`src/rtl/core/dtm_pkg.sv`:
```
// ----------------------------------------------------------------------------
// Dither threshold generator package
// Shared types and register map for the threshold generator pipeline.
// ----------------------------------------------------------------------------
package dtm_pkg;

    // Field widths.
    localparam int unsigned INDEX_W  = 6;
    localparam int unsigned SLOPE_W  = 5;
    localparam int unsigned OFFSET_W = 8;
    localparam int unsigned LEVEL_W  = 8;
    localparam int unsigned RANK_W   = 4;
    localparam int unsigned BOUND_W  = 2;

    // Configuration port.
    localparam int unsigned ADDR_W = 3;
    localparam int unsigned DATA_W = 32;
    localparam logic [ADDR_W-1:0] ADDR_SLOPE  = 3'd0;
    localparam logic [ADDR_W-1:0] ADDR_OFFSET = 3'd4;

    // Level arithmetic.
    localparam logic [8:0] LEVEL_BASE = 9'd146;
    localparam logic [8:0] LEVEL_MAX  = 9'd255;

    // Decode stage to level stage.
    typedef struct packed {
        logic               valid;
        logic               oor;
        logic [BOUND_W-1:0] bound;
        logic [RANK_W-1:0]  rank;
    } t_dec;

    // Level stage to interpolation stage.
    typedef struct packed {
        logic               valid;
        logic               oor;
        logic [LEVEL_W-1:0] lo;
        logic [LEVEL_W-1:0] hi;
        logic [RANK_W-1:0]  rank;
    } t_lvl;

endpackage

```
`src/rtl/core/dtm_decode.sv`:
```
// ----------------------------------------------------------------------------
// Entry decode stage
// Splits a table entry into shade boundary and pixel rank, one per cycle unless the next stage stalls.
// ----------------------------------------------------------------------------
module dtm_decode (
    input  logic                         i_clk,
    input  logic                         i_rst_n,
    input  logic                         i_valid,
    input  logic [dtm_pkg::INDEX_W-1:0]  i_entry_index,
    input  logic                         i_ready,
    output logic                         o_ready,
    output dtm_pkg::t_dec                o_dec
);

    // Pixel rank of each matrix cell (inverse of the rank-to-cell layout).
    localparam logic [15:0][dtm_pkg::RANK_W-1:0] RANK_OF_CELL = {
        4'd5, 4'd9, 4'd6, 4'd10, 4'd13, 4'd1, 4'd14, 4'd2,
        4'd7, 4'd11, 4'd4, 4'd8, 4'd15, 4'd3, 4'd12, 4'd0
    };

    logic                         r_valid;
    logic                         r_oor;
    logic [dtm_pkg::BOUND_W-1:0]  r_bound;
    logic [dtm_pkg::RANK_W-1:0]   r_rank;
    logic                         n_oor;
    logic [dtm_pkg::BOUND_W-1:0]  n_bound;
    logic [dtm_pkg::RANK_W-1:0]   n_rank;
    logic [12:0]                  w_scaled;
    logic [dtm_pkg::RANK_W-1:0]   w_cell;
    logic [dtm_pkg::INDEX_W-1:0]  w_three_cell;
    logic                         w_en;

    // The stage loads when it is empty or its content moves on.
    assign w_en    = !r_valid || i_ready;
    assign o_ready = w_en;

    // Division by three as a multiply by 43/128, exact for indexes below 48.
    always_comb begin
        w_scaled     = 13'(i_entry_index) * 13'd43;
        w_cell       = w_scaled[10:7];
        w_three_cell = dtm_pkg::INDEX_W'({w_cell, 1'b0}) + dtm_pkg::INDEX_W'(w_cell);
        n_oor        = (i_entry_index >= 6'd48);
        n_bound      = dtm_pkg::BOUND_W'(i_entry_index - w_three_cell);
        n_rank       = RANK_OF_CELL[w_cell];
    end

    // Valid bit.
    always_ff @(posedge i_clk) begin
        if (!i_rst_n) begin
            r_valid <= 1'b0;
        end else if (w_en) begin
            r_valid <= i_valid;
        end
    end

    // Payload.
    always_ff @(posedge i_clk) begin
        if (w_en && i_valid) begin
            r_oor   <= n_oor;
            r_bound <= n_bound;
            r_rank  <= n_rank;
        end
    end

    assign o_dec = '{valid: r_valid, oor: r_oor, bound: r_bound, rank: r_rank};

endmodule

```
`src/rtl/core/dtm_level.sv`:
```
// ----------------------------------------------------------------------------
// Contrast level stage
// Forms the two contrast levels that bracket the entry's shade boundary.
// ----------------------------------------------------------------------------
module dtm_level (
    input  logic                          i_clk,
    input  logic                          i_rst_n,
    input  logic [dtm_pkg::SLOPE_W-1:0]   i_slope,
    input  logic [dtm_pkg::OFFSET_W-1:0]  i_offset,
    input  dtm_pkg::t_dec                 i_dec,
    input  logic                          i_ready,
    output logic                          o_ready,
    output dtm_pkg::t_lvl                 o_lvl
);

    logic                          r_valid;
    logic                          r_oor;
    logic [dtm_pkg::LEVEL_W-1:0]   r_lo;
    logic [dtm_pkg::LEVEL_W-1:0]   r_hi;
    logic [dtm_pkg::RANK_W-1:0]    r_rank;
    logic [8:0]                    w_base;
    logic [8:0]                    w_lo_sum;
    logic [8:0]                    w_hi_sum;
    logic [dtm_pkg::LEVEL_W-1:0]   n_lo;
    logic [dtm_pkg::LEVEL_W-1:0]   n_hi;
    logic                          w_en;

    assign w_en    = !r_valid || i_ready;
    assign o_ready = w_en;

    // Level L is base + L*slope; the sum stays below 512 and saturates at 255.
    always_comb begin
        w_base   = 9'(i_offset) + dtm_pkg::LEVEL_BASE - 9'(i_slope >> 1);
        w_lo_sum = w_base + 9'(i_dec.bound) * 9'(i_slope);
        w_hi_sum = w_lo_sum + 9'(i_slope);
        n_lo     = (w_lo_sum > dtm_pkg::LEVEL_MAX) ? 8'hFF : w_lo_sum[7:0];
        n_hi     = (w_hi_sum > dtm_pkg::LEVEL_MAX) ? 8'hFF : w_hi_sum[7:0];
    end

    // Valid bit.
    always_ff @(posedge i_clk) begin
        if (!i_rst_n) begin
            r_valid <= 1'b0;
        end else if (w_en) begin
            r_valid <= i_dec.valid;
        end
    end

    // Payload.
    always_ff @(posedge i_clk) begin
        if (w_en && i_dec.valid) begin
            r_oor  <= i_dec.oor;
            r_lo   <= n_lo;
            r_hi   <= n_hi;
            r_rank <= i_dec.rank;
        end
    end

    assign o_lvl = '{valid: r_valid, oor: r_oor, lo: r_lo, hi: r_hi, rank: r_rank};

endmodule

```
`src/rtl/core/dtm_interp.sv`:
```
// ----------------------------------------------------------------------------
// Interpolation stage
// Blends the two levels by pixel rank and holds the result for the receiver.
// ----------------------------------------------------------------------------
module dtm_interp (
    input  logic                          i_clk,
    input  logic                          i_rst_n,
    input  dtm_pkg::t_lvl                 i_lvl,
    input  logic                          i_ready,
    output logic                          o_ready,
    output logic                          o_valid,
    output logic [dtm_pkg::LEVEL_W-1:0]   o_threshold
);

    logic                          r_valid;
    logic [dtm_pkg::LEVEL_W-1:0]   r_threshold;
    logic [dtm_pkg::LEVEL_W-1:0]   w_diff;
    logic [11:0]                   w_prod;
    logic [12:0]                   w_acc;
    logic [dtm_pkg::LEVEL_W-1:0]   n_threshold;
    logic                          w_en;

    assign w_en    = !r_valid || i_ready;
    assign o_ready = w_en;

    // Levels never decrease, so the difference is never negative.
    always_comb begin
        w_diff      = i_lvl.hi - i_lvl.lo;
        w_prod      = 12'(i_lvl.rank) * 12'(w_diff);
        w_acc       = 13'({i_lvl.lo, 4'b0000}) + 13'(w_prod);
        n_threshold = i_lvl.oor ? '0 : w_acc[11:4];
    end

    // Valid bit.
    always_ff @(posedge i_clk) begin
        if (!i_rst_n) begin
            r_valid <= 1'b0;
        end else if (w_en) begin
            r_valid <= i_lvl.valid;
        end
    end

    // Payload.
    always_ff @(posedge i_clk) begin
        if (w_en && i_lvl.valid) begin
            r_threshold <= n_threshold;
        end
    end

    assign o_valid     = r_valid;
    assign o_threshold = r_threshold;

endmodule

```
`src/rtl/core/dither_threshold_matrix_gen_top.sv`:
```
// ----------------------------------------------------------------------------
// Dither threshold generator
// Produces one threshold byte of a 48-entry 4x4 ordered dither table.
// ----------------------------------------------------------------------------
// Usage:
//   Input channel: i_valid / o_stall carry an entry index; a transfer happens
//   at a clock edge with i_valid high and o_stall low.
//   Output channel: o_valid / i_stall carry the threshold byte; a transfer
//   happens at a clock edge with o_valid high and i_stall low.
//   Indexes 48 to 63 return a threshold of zero.
//   The APB port sets contrast_slope (address 0) and contrast_offset
//   (address 4); write them only while no entry is in flight.
//   An input transfer passes through the decode, contrast level and
//   interpolation register stages in that order before o_valid rises; one
//   entry is taken every cycle unless the receiver stalls. Each of the three
//   register stages has its own valid bit.
//   When the receiver stalls, each stage holds its entry, and o_stall rises
//   only once the first stage is full; nothing is dropped or repeated.
//   Synchronous reset empties the pipeline and clears both registers to 0.
// ----------------------------------------------------------------------------
module dither_threshold_matrix_gen_top (
    input  logic                           i_clk,
    input  logic                           i_rst_n,
    // Input channel.
    input  logic                           i_valid,
    output logic                           o_stall,
    input  logic [dtm_pkg::INDEX_W-1:0]    i_entry_index,
    // Output channel.
    output logic                           o_valid,
    input  logic                           i_stall,
    output logic [dtm_pkg::LEVEL_W-1:0]    o_threshold,
    // Configuration port.
    input  logic                           psel,
    input  logic                           penable,
    input  logic                           pwrite,
    input  logic [dtm_pkg::ADDR_W-1:0]     paddr,
    input  logic [dtm_pkg::DATA_W-1:0]     pwdata,
    output logic [dtm_pkg::DATA_W-1:0]     prdata,
    output logic                           pready
);

    logic [dtm_pkg::SLOPE_W-1:0]   r_slope;
    logic [dtm_pkg::OFFSET_W-1:0]  r_offset;
    logic                          w_wr;
    dtm_pkg::t_dec                 w_dec;
    dtm_pkg::t_lvl                 w_lvl;
    logic                          w_rdy1;
    logic                          w_rdy2;
    logic                          w_rdy3;

    // Configuration registers.
    assign pready = 1'b1;
    assign w_wr   = psel && penable && pwrite && pready;

    always_ff @(posedge i_clk) begin
        if (!i_rst_n) begin
            r_slope  <= '0;
            r_offset <= '0;
        end else if (w_wr) begin
            if (paddr == dtm_pkg::ADDR_SLOPE) begin
                r_slope <= pwdata[dtm_pkg::SLOPE_W-1:0];
            end
            if (paddr == dtm_pkg::ADDR_OFFSET) begin
                r_offset <= pwdata[dtm_pkg::OFFSET_W-1:0];
            end
        end
    end

    // Register read-back.
    always_comb begin
        unique case (paddr)
            dtm_pkg::ADDR_SLOPE:  prdata = dtm_pkg::DATA_W'(r_slope);
            dtm_pkg::ADDR_OFFSET: prdata = dtm_pkg::DATA_W'(r_offset);
            default:              prdata = '0;
        endcase
    end

    // Pipeline stages.
    dtm_decode u_decode (
        .i_clk         (i_clk),
        .i_rst_n       (i_rst_n),
        .i_valid       (i_valid),
        .i_entry_index (i_entry_index),
        .i_ready       (w_rdy2),
        .o_ready       (w_rdy1),
        .o_dec         (w_dec)
    );

    dtm_level u_level (
        .i_clk    (i_clk),
        .i_rst_n  (i_rst_n),
        .i_slope  (r_slope),
        .i_offset (r_offset),
        .i_dec    (w_dec),
        .i_ready  (w_rdy3),
        .o_ready  (w_rdy2),
        .o_lvl    (w_lvl)
    );

    dtm_interp u_interp (
        .i_clk       (i_clk),
        .i_rst_n     (i_rst_n),
        .i_lvl       (w_lvl),
        .i_ready     (!i_stall),
        .o_ready     (w_rdy3),
        .o_valid     (o_valid),
        .o_threshold (o_threshold)
    );

    assign o_stall = !w_rdy1;

`ifndef SYNTHESIS
    // A stall toward the sender only happens with the first stage occupied.
    a_stall_full: assert property (@(posedge i_clk) disable iff (!i_rst_n)
        o_stall |-> w_dec.valid)
        else $error("input stalled while decode stage is empty");

    // An accepted index always lands in the decode stage.
    a_accept_lands: assert property (@(posedge i_clk) disable iff (!i_rst_n)
        (i_valid && !o_stall) |=> w_dec.valid)
        else $error("accepted entry lost at decode stage");

    // A level entry that moves on always reaches the output register.
    a_lvl_moves: assert property (@(posedge i_clk) disable iff (!i_rst_n)
        (w_lvl.valid && w_rdy3) |=> o_valid)
        else $error("level stage entry lost");

    // Contrast levels are monotonic, so the upper level never falls below.
    a_level_order: assert property (@(posedge i_clk) disable iff (!i_rst_n)
        w_lvl.valid |-> (w_lvl.hi >= w_lvl.lo))
        else $error("upper contrast level below lower level");
`endif

endmodule

```
`config.mk`:
```
export PLATFORM = sky130hd
export DESIGN_NAME = dither_threshold_matrix_gen_top
export DESIGN_NICKNAME = d
export VERILOG_FILES = /design/src/rtl/core/dtm_pkg.sv /design/src/rtl/core/dtm_decode.sv /design/src/rtl/core/dtm_level.sv /design/src/rtl/core/dtm_interp.sv /design/src/rtl/core/dither_threshold_matrix_gen_top.sv
export SDC_FILE = /design/constraint.sdc
export NUM_CORES = 1
export LEC_CHECK = 0
export ABC_AREA = 1
export BUFFER_PORTS_ARGS = -buffer_cell sky130_fd_sc_hd__buf_2
export CAP_MARGIN = 20
export CORE_MARGIN = 2
export CORE_UTILIZATION = 43
export CTS_CLUSTER_SIZE = 24
export DETAILED_ROUTE_END_ITERATION = 10
export HOLD_SLACK_MARGIN = 0.08
export PLACE_DENSITY = 0.64
export SLEW_MARGIN = 25
export SYNTH_ARGS = -nofsm -noshare
export SYNTH_HDL_FRONTEND = slang
export SYNTH_SLANG_ARGS = --single-unit
```
`constraint.sdc`:
```
create_clock -name i_clk -period 4.2 [get_ports i_clk]
set_clock_uncertainty 0.05 [all_clocks]
set_input_delay 0.21 -clock i_clk [delete_from_list [all_inputs] [get_ports i_clk]]
set_output_delay 0.21 -clock i_clk [all_outputs]
set_load 0.01 [all_outputs]
```
== After elaboration in Yosys (flattened, before gate mapping) ==
Memory sizes are Yosys's and may differ from the RTL's. A register that Yosys moved wholly into a read port is not among the register bits.
Index checks and enable logic that the tools add are counted.
Widths: inputs -> output; s select.

* Reduce and logical (&&, ||, !) cells: 16
* Div/mod/pow operators: 0
* $add $sub $neg: 8
* Shifts and indexed selects: 0
* Muxes and demuxes: 1
* Bitwise operators: 0
* $lt $le $gt $ge: 3
* $mul: 3
* Equality and inequality tests: 1

{| class="wikitable"
|+ Operators by type and width
! cell !! number
|-
| $gt 9x8->1 const B || 2
|-
| $pmux 8 s2 || 1
|-
| $add 12x12->12 || 1
|-
| $mul 4x8->12 || 1
|-
| $mul 6x6->11 const B || 1
|-
| $add 8x8->9 const B || 1
|-
| $add 9x5->9 || 1
|-
| $add 9x7->9 || 1
|-
| $sub 9x4->9 || 1
|-
| $sub 8x8->8 || 1
|-
| $mul 2x5->7 || 1
|-
| $ge 6x6->1 const B || 1
|-
| $logic_and 1x1->1 || 5
|-
| $logic_not 1->1 || 5
|-
| $reduce_and 2->1 || 2
|-
| $eq 3x3->1 const B || 1
|-
| $logic_not 3->1 || 1
|-
| $logic_or 1x1->1 || 3
|-
| $add 2x2->2 || 1
|-
| $sub 2x2->2 || 1
|}

* Memories kept: 1
* Register bits after elaboration: 48
* Bits of input ports: 48
* Bits in latches: 0
* Word-level logic and storage cells: 45
* Bits in writable memories: 0
* ROM bits: 64

{| class="wikitable"
|+ Memory list
! name !! words !! width !! rd ports !! clocked after memory_dff !! write ports !! RTL line !! RTL
|-
| (name not given) || 16 || 4 || 1 || 1 || 0 || dtm_decode.sv:44 || <nowiki>n_rank = RANK_OF_CELL[w_cell];</nowiki>
|}

== Logic depth before layout (Yosys ltp) ==
Gate-level depths: netlist of run 1.

* Word-level depth: 5
* Mapped depth: 24
* Gate-level depth less buffers: 24

== Modules after synthesis ==
From an unflattened synthesis of run 1, not the netlist that was laid out.

* Cell total of the unflattened synthesis: 711
* Area, all modules: 5,575.3 um2

{| class="wikitable"
|+ By module, submodules not included
! module !! cells an instance !! area each (um2) !! times used
|-
| dtm_level || 211 || 1,854.3 || 1
|-
| dtm_interp || 237 || 1,801.7 || 1
|-
| dtm_decode || 124 || 1,037.2 || 1
|-
| dither_threshold_matrix_gen_top || 139 || 882.1 || 1
|}

== Least setup slack after synthesis of run 1 ==
Ideal clock, no wire load.

* Path kind: register -> register
* Start: register u_level.r_hi[0] (netlist name)
* End: register u_interp.r_threshold (netlist bit u_interp.o_threshold[6]), data pin
* Path slack: -0.055 ns
* Required time: 3.895 ns
* Path buffers: 0
* Library setup time: 0.255 ns
* Arrival: 3.950 ns
* Cell stages (with the launch flop): 22
* Cells stage by stage: edfxtp_1 inv_1 ha_1 inv_1 fa_1 nand3_1 nand3_1 nand2_1 a21oi_1 o21ai_0 nand3_1 fa_1 inv_1 fa_1 fa_1 ha_1 nand2_1 nand2_1 a31oi_1 nand3_1 nand2_1 nor2_1

* Cells in the longest elaborated chain, start to end: 3

{| class="wikitable"
|+ RTL lines
! item !! RTL line !! RTL
|-
| from (decl) || dtm_level.sv:19 || <nowiki>logic [dtm_pkg::LEVEL_W-1:0] r_hi;</nowiki>
|-
| from (signal assigned) || dtm_level.sv:54 || <nowiki>r_hi <= n_hi;</nowiki>
|-
| $sub 8x8->8 || dtm_interp.sv:28 || <nowiki>w_diff = i_lvl.hi - i_lvl.lo;</nowiki>
|-
| $mul 4x8->12 || dtm_interp.sv:29 || <nowiki>w_prod = 12'(i_lvl.rank) * 12'(w_diff);</nowiki>
|-
| $add 12x12->12 || dtm_interp.sv:30 || <nowiki>w_acc = 13'({i_lvl.lo, 4'b0000}) + 13'(w_prod);</nowiki>
|-
| to (signal assigned) || dtm_interp.sv:46 || <nowiki>r_threshold <= n_threshold;</nowiki>
|-
| to (decl) || dtm_interp.sv:16 || <nowiki>logic [dtm_pkg::LEVEL_W-1:0] r_threshold;</nowiki>
|}

Every way passes these cells.
A chain may end at the register's enable or synchronous reset.

== Worst setup path after layout of run 1 ==
* Start: register u_level.r_hi[0] (netlist name)
* End: register u_interp.r_threshold (netlist bit u_interp.o_threshold[5]), data pin

The elaborated chain is that of the path after synthesis.

==> out/metrics.yaml, run 1 <==
slew_headroom_pct: 48.5
finalCritPeriodShare_pct: 103
port_buffers: 41
synth_warnings: 0
drt_iter0_markers: 177
drv_cap: 0
grt_pass1_vias: 4158
synth_mux_area_share_pct: 0
crit_path_end_kind: "flop"
htree_levels: 2
grt_remaining_overflow: 0
die_y_um: 115
finalSetupViolCount: 5
tightest_slew_ns: 0.773
cp_max_fo: 3
cts_root_buf: "clkbuf_16"
synth_xor_area_share_pct: 2.66
num_rows: 40
synth-simple-area-share_pct: 20.1
clock_sinks: 52
drc: 0
p_switching_w: 0.00146
critPathArrivalTime_ns: 4.34
initial_core_util_pct: 44.0
coreArea_um2: 12000
seqPwrFrac_pct: 19.8
antenna_cells: 0
antenna_found_initial: 0
hp-class: "input port to flop"
place.gp.congestion: 0.857
p_leak_nw: 3.42
final_layout_size_suffix_gt1_share_pct: 28.5
hold_violations: 0
syn_avg_cell_area_um2: 8.06
clock_power_share_pct: 12.2
cts_tree: "built"
grt_pass1_wl_um: 17200
synth_common_cells: "145 x inv_1, 118 x nand2_1, 68 x ha_1"
via_per_inst: 4.84
synth.most_common_cell: "inv_1"
ys_types: 38
synth_adder_area_share_pct: 29.1
setup_slack_ns: -0.122
die-width_um: 115
yosysSeqAreaShare_pct: 26.6
synth_compound_area_share_pct: 7.01
dpl.hpwl_um: 8450
wirelength_um: 11000
drv_slew: 0
yosysTopAreaCellShare_pct: 20.5
synthFlopType: "edfxtp_1"
path_clk_slew_ns: 0.07
track_usage_pct: 16.2
powerDensity_nw_per_um2: 524
crit_type: "flop to flop"
clk_latency_ns: 0.31
cp.required_ns: 4.21
utilization_pct: 55.1
hold_buffers: 0
dp_cells: 867
syn2layout_area_growth_pct: 25.1
grt_max_degree: 22
violations: "negative setup slack"
synth_cells: 654
synth_area_leaders: "edfxtp_1 21%, ha_1 16%, fa_1 13%, inv_1 10%, nand2_1 8.4%"
synth_edf_count: 36
ios: 91
synth_top_family_by_area: "adder cells"
syn_area_um2: 5270
ant_nets: 0
final_cells: 897
final_nets: 899
cts_buffers: 5
ys_async_sr_fraction_pct: 0
fmax_mhz: 231
detail_route.first_pass.iterations: 5
cts_buffer_depth: 2
outcome: "finished with violations"
period_minus_slack_ns: 4.32
post_drt_wl_per_cell_um: 12.2
p_int_w: 0.00199
swShare_pct: 42.4
rsz0062_at_grt: "yes"
yosysTopAreaCell: "edfxtp_1"
vias: 4343
p_comb_share_pct: 67.9
die-area_um2: 13200
worst_ir_drop_vdd_mv: 0.323
ys_ff_latch: 52
startpoint_type: "flop"
## path summary, 6_finish.rpt
check / cells past startpoint / endpoint / start / slack [ns]
max: 20 / u_interp.o_threshold[5] / u_level.r_hi[0] / -0.12
min: 3 / r_offset[4] / pwdata[4] / 0.09
max reg2reg: 20 / u_interp.o_threshold[5] / u_level.r_hi[0] / -0.12
min reg2reg: 0 / u_level.r_rank[2] / u_decode.r_rank[2] / 0.37
## final cells by class
class | instances | area, µm²
sequential | 52 | 1400
tap | 147 | 184
timing repair buffer | 92 | 603
multi-input combinational | 448 | 3690
clock buffer | 6 | 129
fill | 1051 | 5370
inverter | 150 | 568
clock inverter | 2 | 11.3
## critical path, cell delays in order, from the launching register on
cell and delay, ns:
edfxtp_1 0.37, inv_1 0.07, ha_2 0.17, inv_2 0.05
fa_2 0.38, buf_6 0.15, xor2_4 0.20, nand2_2 0.07
fa_1 0.48, inv_1 0.05, fa_1 0.49, fa_1 0.54
fa_2 0.41, nand3_2 0.09, nand2_1 0.07, nand2_1 0.08
nand2_2 0.05, a21oi_2 0.15, nand2_1 0.07, nand2_1 0.06
nor2_1 0.04
## repair_timing
item                       CTS  global route
pin swaps                    8            78
gates resized for setup     14            98
buffers inserted             5            18
setup endpoints to repair    8            15
gates cloned                 0             0
## cell usage in the layout, fill, tap and decap left out, types with 17 or more instances in the layout
cell      netlist  routed
buf_4          25      47
fa_1           34      29
buf_2           1      41
nor2_1         47      41
nand3_1        38      19
a21oi_1        32      22
ha_1           68      54
inv_1         145     131
edfxtp_1       36      36
o21ai_0        25      22
nand2_2         6      18
nand3_2         2      19
inv_2           5      17
nand2_1       118     102
conb_1          2      25
## state kept, by name, indices dropped and copies added (netlist names)
name,cells
u_decode.r_valid,1
r_slope,5
u_interp.o_threshold,8
u_level.r_hi,8
u_decode.r_oor,1
u_level.r_lo,8
u_decode.r_rank,4
u_level.r_oor,1
u_level.r_rank,4
u_level.r_valid,1
u_interp.o_valid,1
r_offset,8
u_decode.r_bound,2
## stage by stage
step	hold slack [ns]	TNS [ns]	total power [W]	cell area, µm²	worst slack, ns
after global routing	0.0975	-1.97	0.00375	6590	-0.327
after floorplan	0.281	0	0.00181	5370	0.0221
after global placement	0.352	-0.553	0.00229	5780	-0.155
final	0.0911	-0.506	0.00346	6590	-0.122
after detailed placement	0.355	-1.02	0.00234	5780	-0.213
after CTS	0.0816	-0.370	0.00288	6030	-0.0933
## routing by layer
metal,vias up,GRT usage [%],wire length [µm]
met5,-,0,0
met4,0,6.51,246
met3,23,2.70,343
met2,81,30.1,5970
met1,2041,18.2,4430
li1,2198,-,-
## power groups by stage
stage               clock [W]  sequential [W]  combinational, W
global route         0.000442        0.000692           0.00261
floorplan                   0        0.000696           0.00111
CTS                  0.000429        0.000685           0.00176
detailed placement          0        0.000699           0.00164
finish               0.000422        0.000686           0.00235
global placement            0        0.000697           0.00159
## kinds of logic (layout without fill, tap and decap cells)
kind of cell | Yosys count | count (layout)
and+or+nand+nor | 236 | 236
AOI/OAI and AO/OA | 69 | 69
buffers and inverters | 177 | 250
other | 2 | 25
adders and majority gates | 102 | 102
DFF | 52 | 52
xor gates and xnor gates | 16 | 16
Power figures use the tool's default switching activity.
==> run 2, diff against run 1 <==
- CELL_PAD_IN_SITES_DETAIL_PLACEMENT: default -> 1
- CELL_PAD_IN_SITES_GLOBAL_PLACEMENT: default -> 2
- CORE_UTILIZATION: 43 -> 30
- PLACE_DENSITY: 0.64 -> 0.75
==> out/metrics.yaml, run 2 (synthesis gave the netlist of run 1 again) <==
outcome: "finished with violations"
violations: "negative setup slack"
rr_worst_depth: 21  # +5.0%
place.gp.congestion: 0.818  # -4.5%
ios: 91  # unchanged
drv_cap: 0  # unchanged
critPathSlowestCell: "fa_2"
cts_buffer_depth: 2  # unchanged
ant_nets: 0  # unchanged
period_minus_slack_ns: 4.25  # -0.0675 ns
regToRegSetupSlack_ns: -0.05  # +0.07 ns
layout_commonest_cell: "inv_1"
cp.required_ns: 4.22  # about the same
crit_type: "flop to flop"
via_per_inst: 4.43  # -8.5%
dpl.hpwl_um: 10300  # +22%
critPathTopFamily: "adder cells"
power_w: 0.00330  # -4.6%
critPathMostFrequentCell: "nand3_2"
slew_headroom_pct: 44.4  # -4.1 points
wl_met3_um: 309  # -9.9%
antenna_cells: 0  # unchanged
detail_route.first_pass.iterations: 4  # -1
holdPathEnd: "u_decode.r_valid"
final_nets: 896  # -0.33%
cts_buffers: 5  # unchanged
fill_cells: 2077  # +98%
path_clk_slew_ns: 0.07  # about the same
antenna_found_initial: 0  # unchanged
finalCritPeriodShare_pct: 101  # -1.6 points
route.met2.wl_um: 6550  # +9.8%
final_layout_size_suffix_gt1_share_pct: 24.1  # -4.4 points
hp-class: "input port to flop"
hp-start: "i_valid"
cts_root_buf: "clkbuf_16"
clk_latency_ns: 0.30  # about the same
powerDensity_nw_per_um2: 508  # -3.1%
critPathArrivalTime_ns: 4.27  # -0.07 ns
coreArea_um2: 17200  # +44%
die-width_um: 137  # +19%
whs_path_depth: 3  # unchanged
post_drt_wl_per_cell_um: 12.6  # +2.5%
routed.top_layer: "met4"
port_buffers: 41  # unchanged
worst_ir_drop_vdd_mv: 0.446  # +38%
m1WireLength_um: 5210  # +18%
hold_violations: 0  # unchanged
rsz0062_at_grt: "yes"
p_leak_nw: 3.36  # -1.7%
track_usage_pct: 13.4  # -2.8 points
clock_sinks: 52  # unchanged
seq_area_um2: 1400  # +0.18%
initial_core_util_pct: 30.6  # -13 points
multiInputGateArea_um2: 3510  # -4.9%
wirelength_um: 12200  # +11%
r2r_start: "u_level.r_hi[0]"
finalSetupViolCount: 3  # -2
grt_remaining_overflow: 0  # unchanged
drv_slew: 0  # unchanged
htree_levels: 2  # unchanged
setup_slack_ns: -0.0544  # +0.0675 ns
drc: 0  # unchanged
path_buf_inv: 3  # -1
vias: 4304  # -0.90%
grt_pass1_vias: 4563  # +9.7%
die-area_um2: 18600  # +42%
grt_max_degree: 22  # unchanged
drt_iter0_markers: 74  # -58%
final_cell_mix: "136 x inv_1, 113 x nand2_1, 54 x ha_1, 48 x buf_4, 44 x nor2_1"
startpoint_type: "flop"
num_rows: 48  # +20%
crit_chain: "inv_1 -> ha_2 -> inv_2 -> fa_2 -> nand3_2 -> nand3_2 -> nand2_1 -> a21oi_2 -> o21ai_2 -> nand3_2 -> fa_1 -> inv_1 -> fa_1 -> fa_2 -> ha_4 -> nand2_2 -> nand2_2 -> a31oi_2 -> nand3_1 -> nand2_1 -> nor2_1"
cts_tree: "built"
fmax_mhz: 235  # +1.6%
utilization_pct: 37.7  # -17 points
crit_path_end_kind: "flop"
syn2layout_area_growth_pct: 23.2
max_stage_delay_ns: 0.60  # +0.06 ns
rr_endpoint: "u_interp.o_threshold[6]"
cp_max_fo: 5  # +2
tightest_slew_ns: 0.835  # +0.0618 ns
dpl_worst_slack_ns: -0.259  # -0.0462 ns
grt_pass1_wl_um: 20300  # +18%
die_y_um: 137  # +19%
crit_start: "u_level.r_hi[0]"
[run 2: cell count changes in the layout (fill, tap and decap cells not counted), moves of 3 or more]
cell | previous run | this run
buf_6 | 4 | 0
inv_2 | 17 | 14
inv_1 | 131 | 136
nand3_1 | 19 | 32
nand2_2 | 18 | 11
nand3_2 | 19 | 8
nand2_4 | 6 | 2
nor2_2 | 6 | 2
nand2_1 | 102 | 113
nor2_1 | 41 | 44
[run 2: worst register-to-register path: cells and delay by family (launching register included)]
kind	cells	cell delay, ns
compound gates	3	0.39
flops	1	0.37
simple gates	9	0.74
buf+inv	3	0.16
fa+ha+maj	6	2.31
[run 2: final cells by class]
| cell class | count | area share, % |
|---|---|---|
| clock buffer | 5 | 1.93 |
| clock inverter | 3 | 0.655 |
| inverter | 150 | 8.67 |
| multi-input combinational | 448 | 54.1 |
| sequential | 52 | 21.6 |
| tap | 225 | 4.34 |
| timing repair buffer | 89 | 8.71 |
[run 2: how the worst max path moves through the flow]
stage | end | slack [ns] | cells past startpoint
2_1_floorplan | u_interp.o_threshold[6] | 0.02 | 21
3_3_place_gp | u_interp.o_threshold[6] | -0.16 | 21
3_5_place_dp | u_interp.o_threshold[6] | -0.26 | 21
4_1_cts | u_interp.o_threshold[6] | -0.07 | 20
5_1_grt | u_interp.o_threshold[5] | -0.30 | 22
6_report | u_interp.o_threshold[6] | -0.05 | 21
[run 2: layer usage]
metal / global-route usage (%) / vias to the layer above
met5: 0 / -
met2: 25.5 / 59
met3: 1.74 / 9
met4: 2.95 / 0
li1: - / 2189
met1: 15.9 / 2047
[run 2: power by group]
part	internal (W)	switching, W	total [W]
Combinational	0.00101	0.00112	0.00213
Sequential	0.000654	0.0000323	0.000686
Clock	0.000281	0.000204	0.000484
Total	0.00194	0.00135	0.00330
[run 2: repair_timing]
item / 4_1_cts / 5_1_grt
setup endpoints to repair: 7 / 15
resized for setup: 17 / 47
buffers inserted: 6 / 5
hold buffers: 0 / 0
pin swaps: 7 / 20
[run 2: through the flow]
step	area [µm²]	setup TNS (ns)	std cells	hold WS [ns]
after global routing	6490	-1.55	972	0.111
final	6490	-0.109	972	0.0887
after detailed placement	5940	-1.20	953	0.360
after global placement	5940	-0.711	953	0.354
after CTS	6230	-0.279	967	0.0855
after floorplan	5370	0	677	0.281
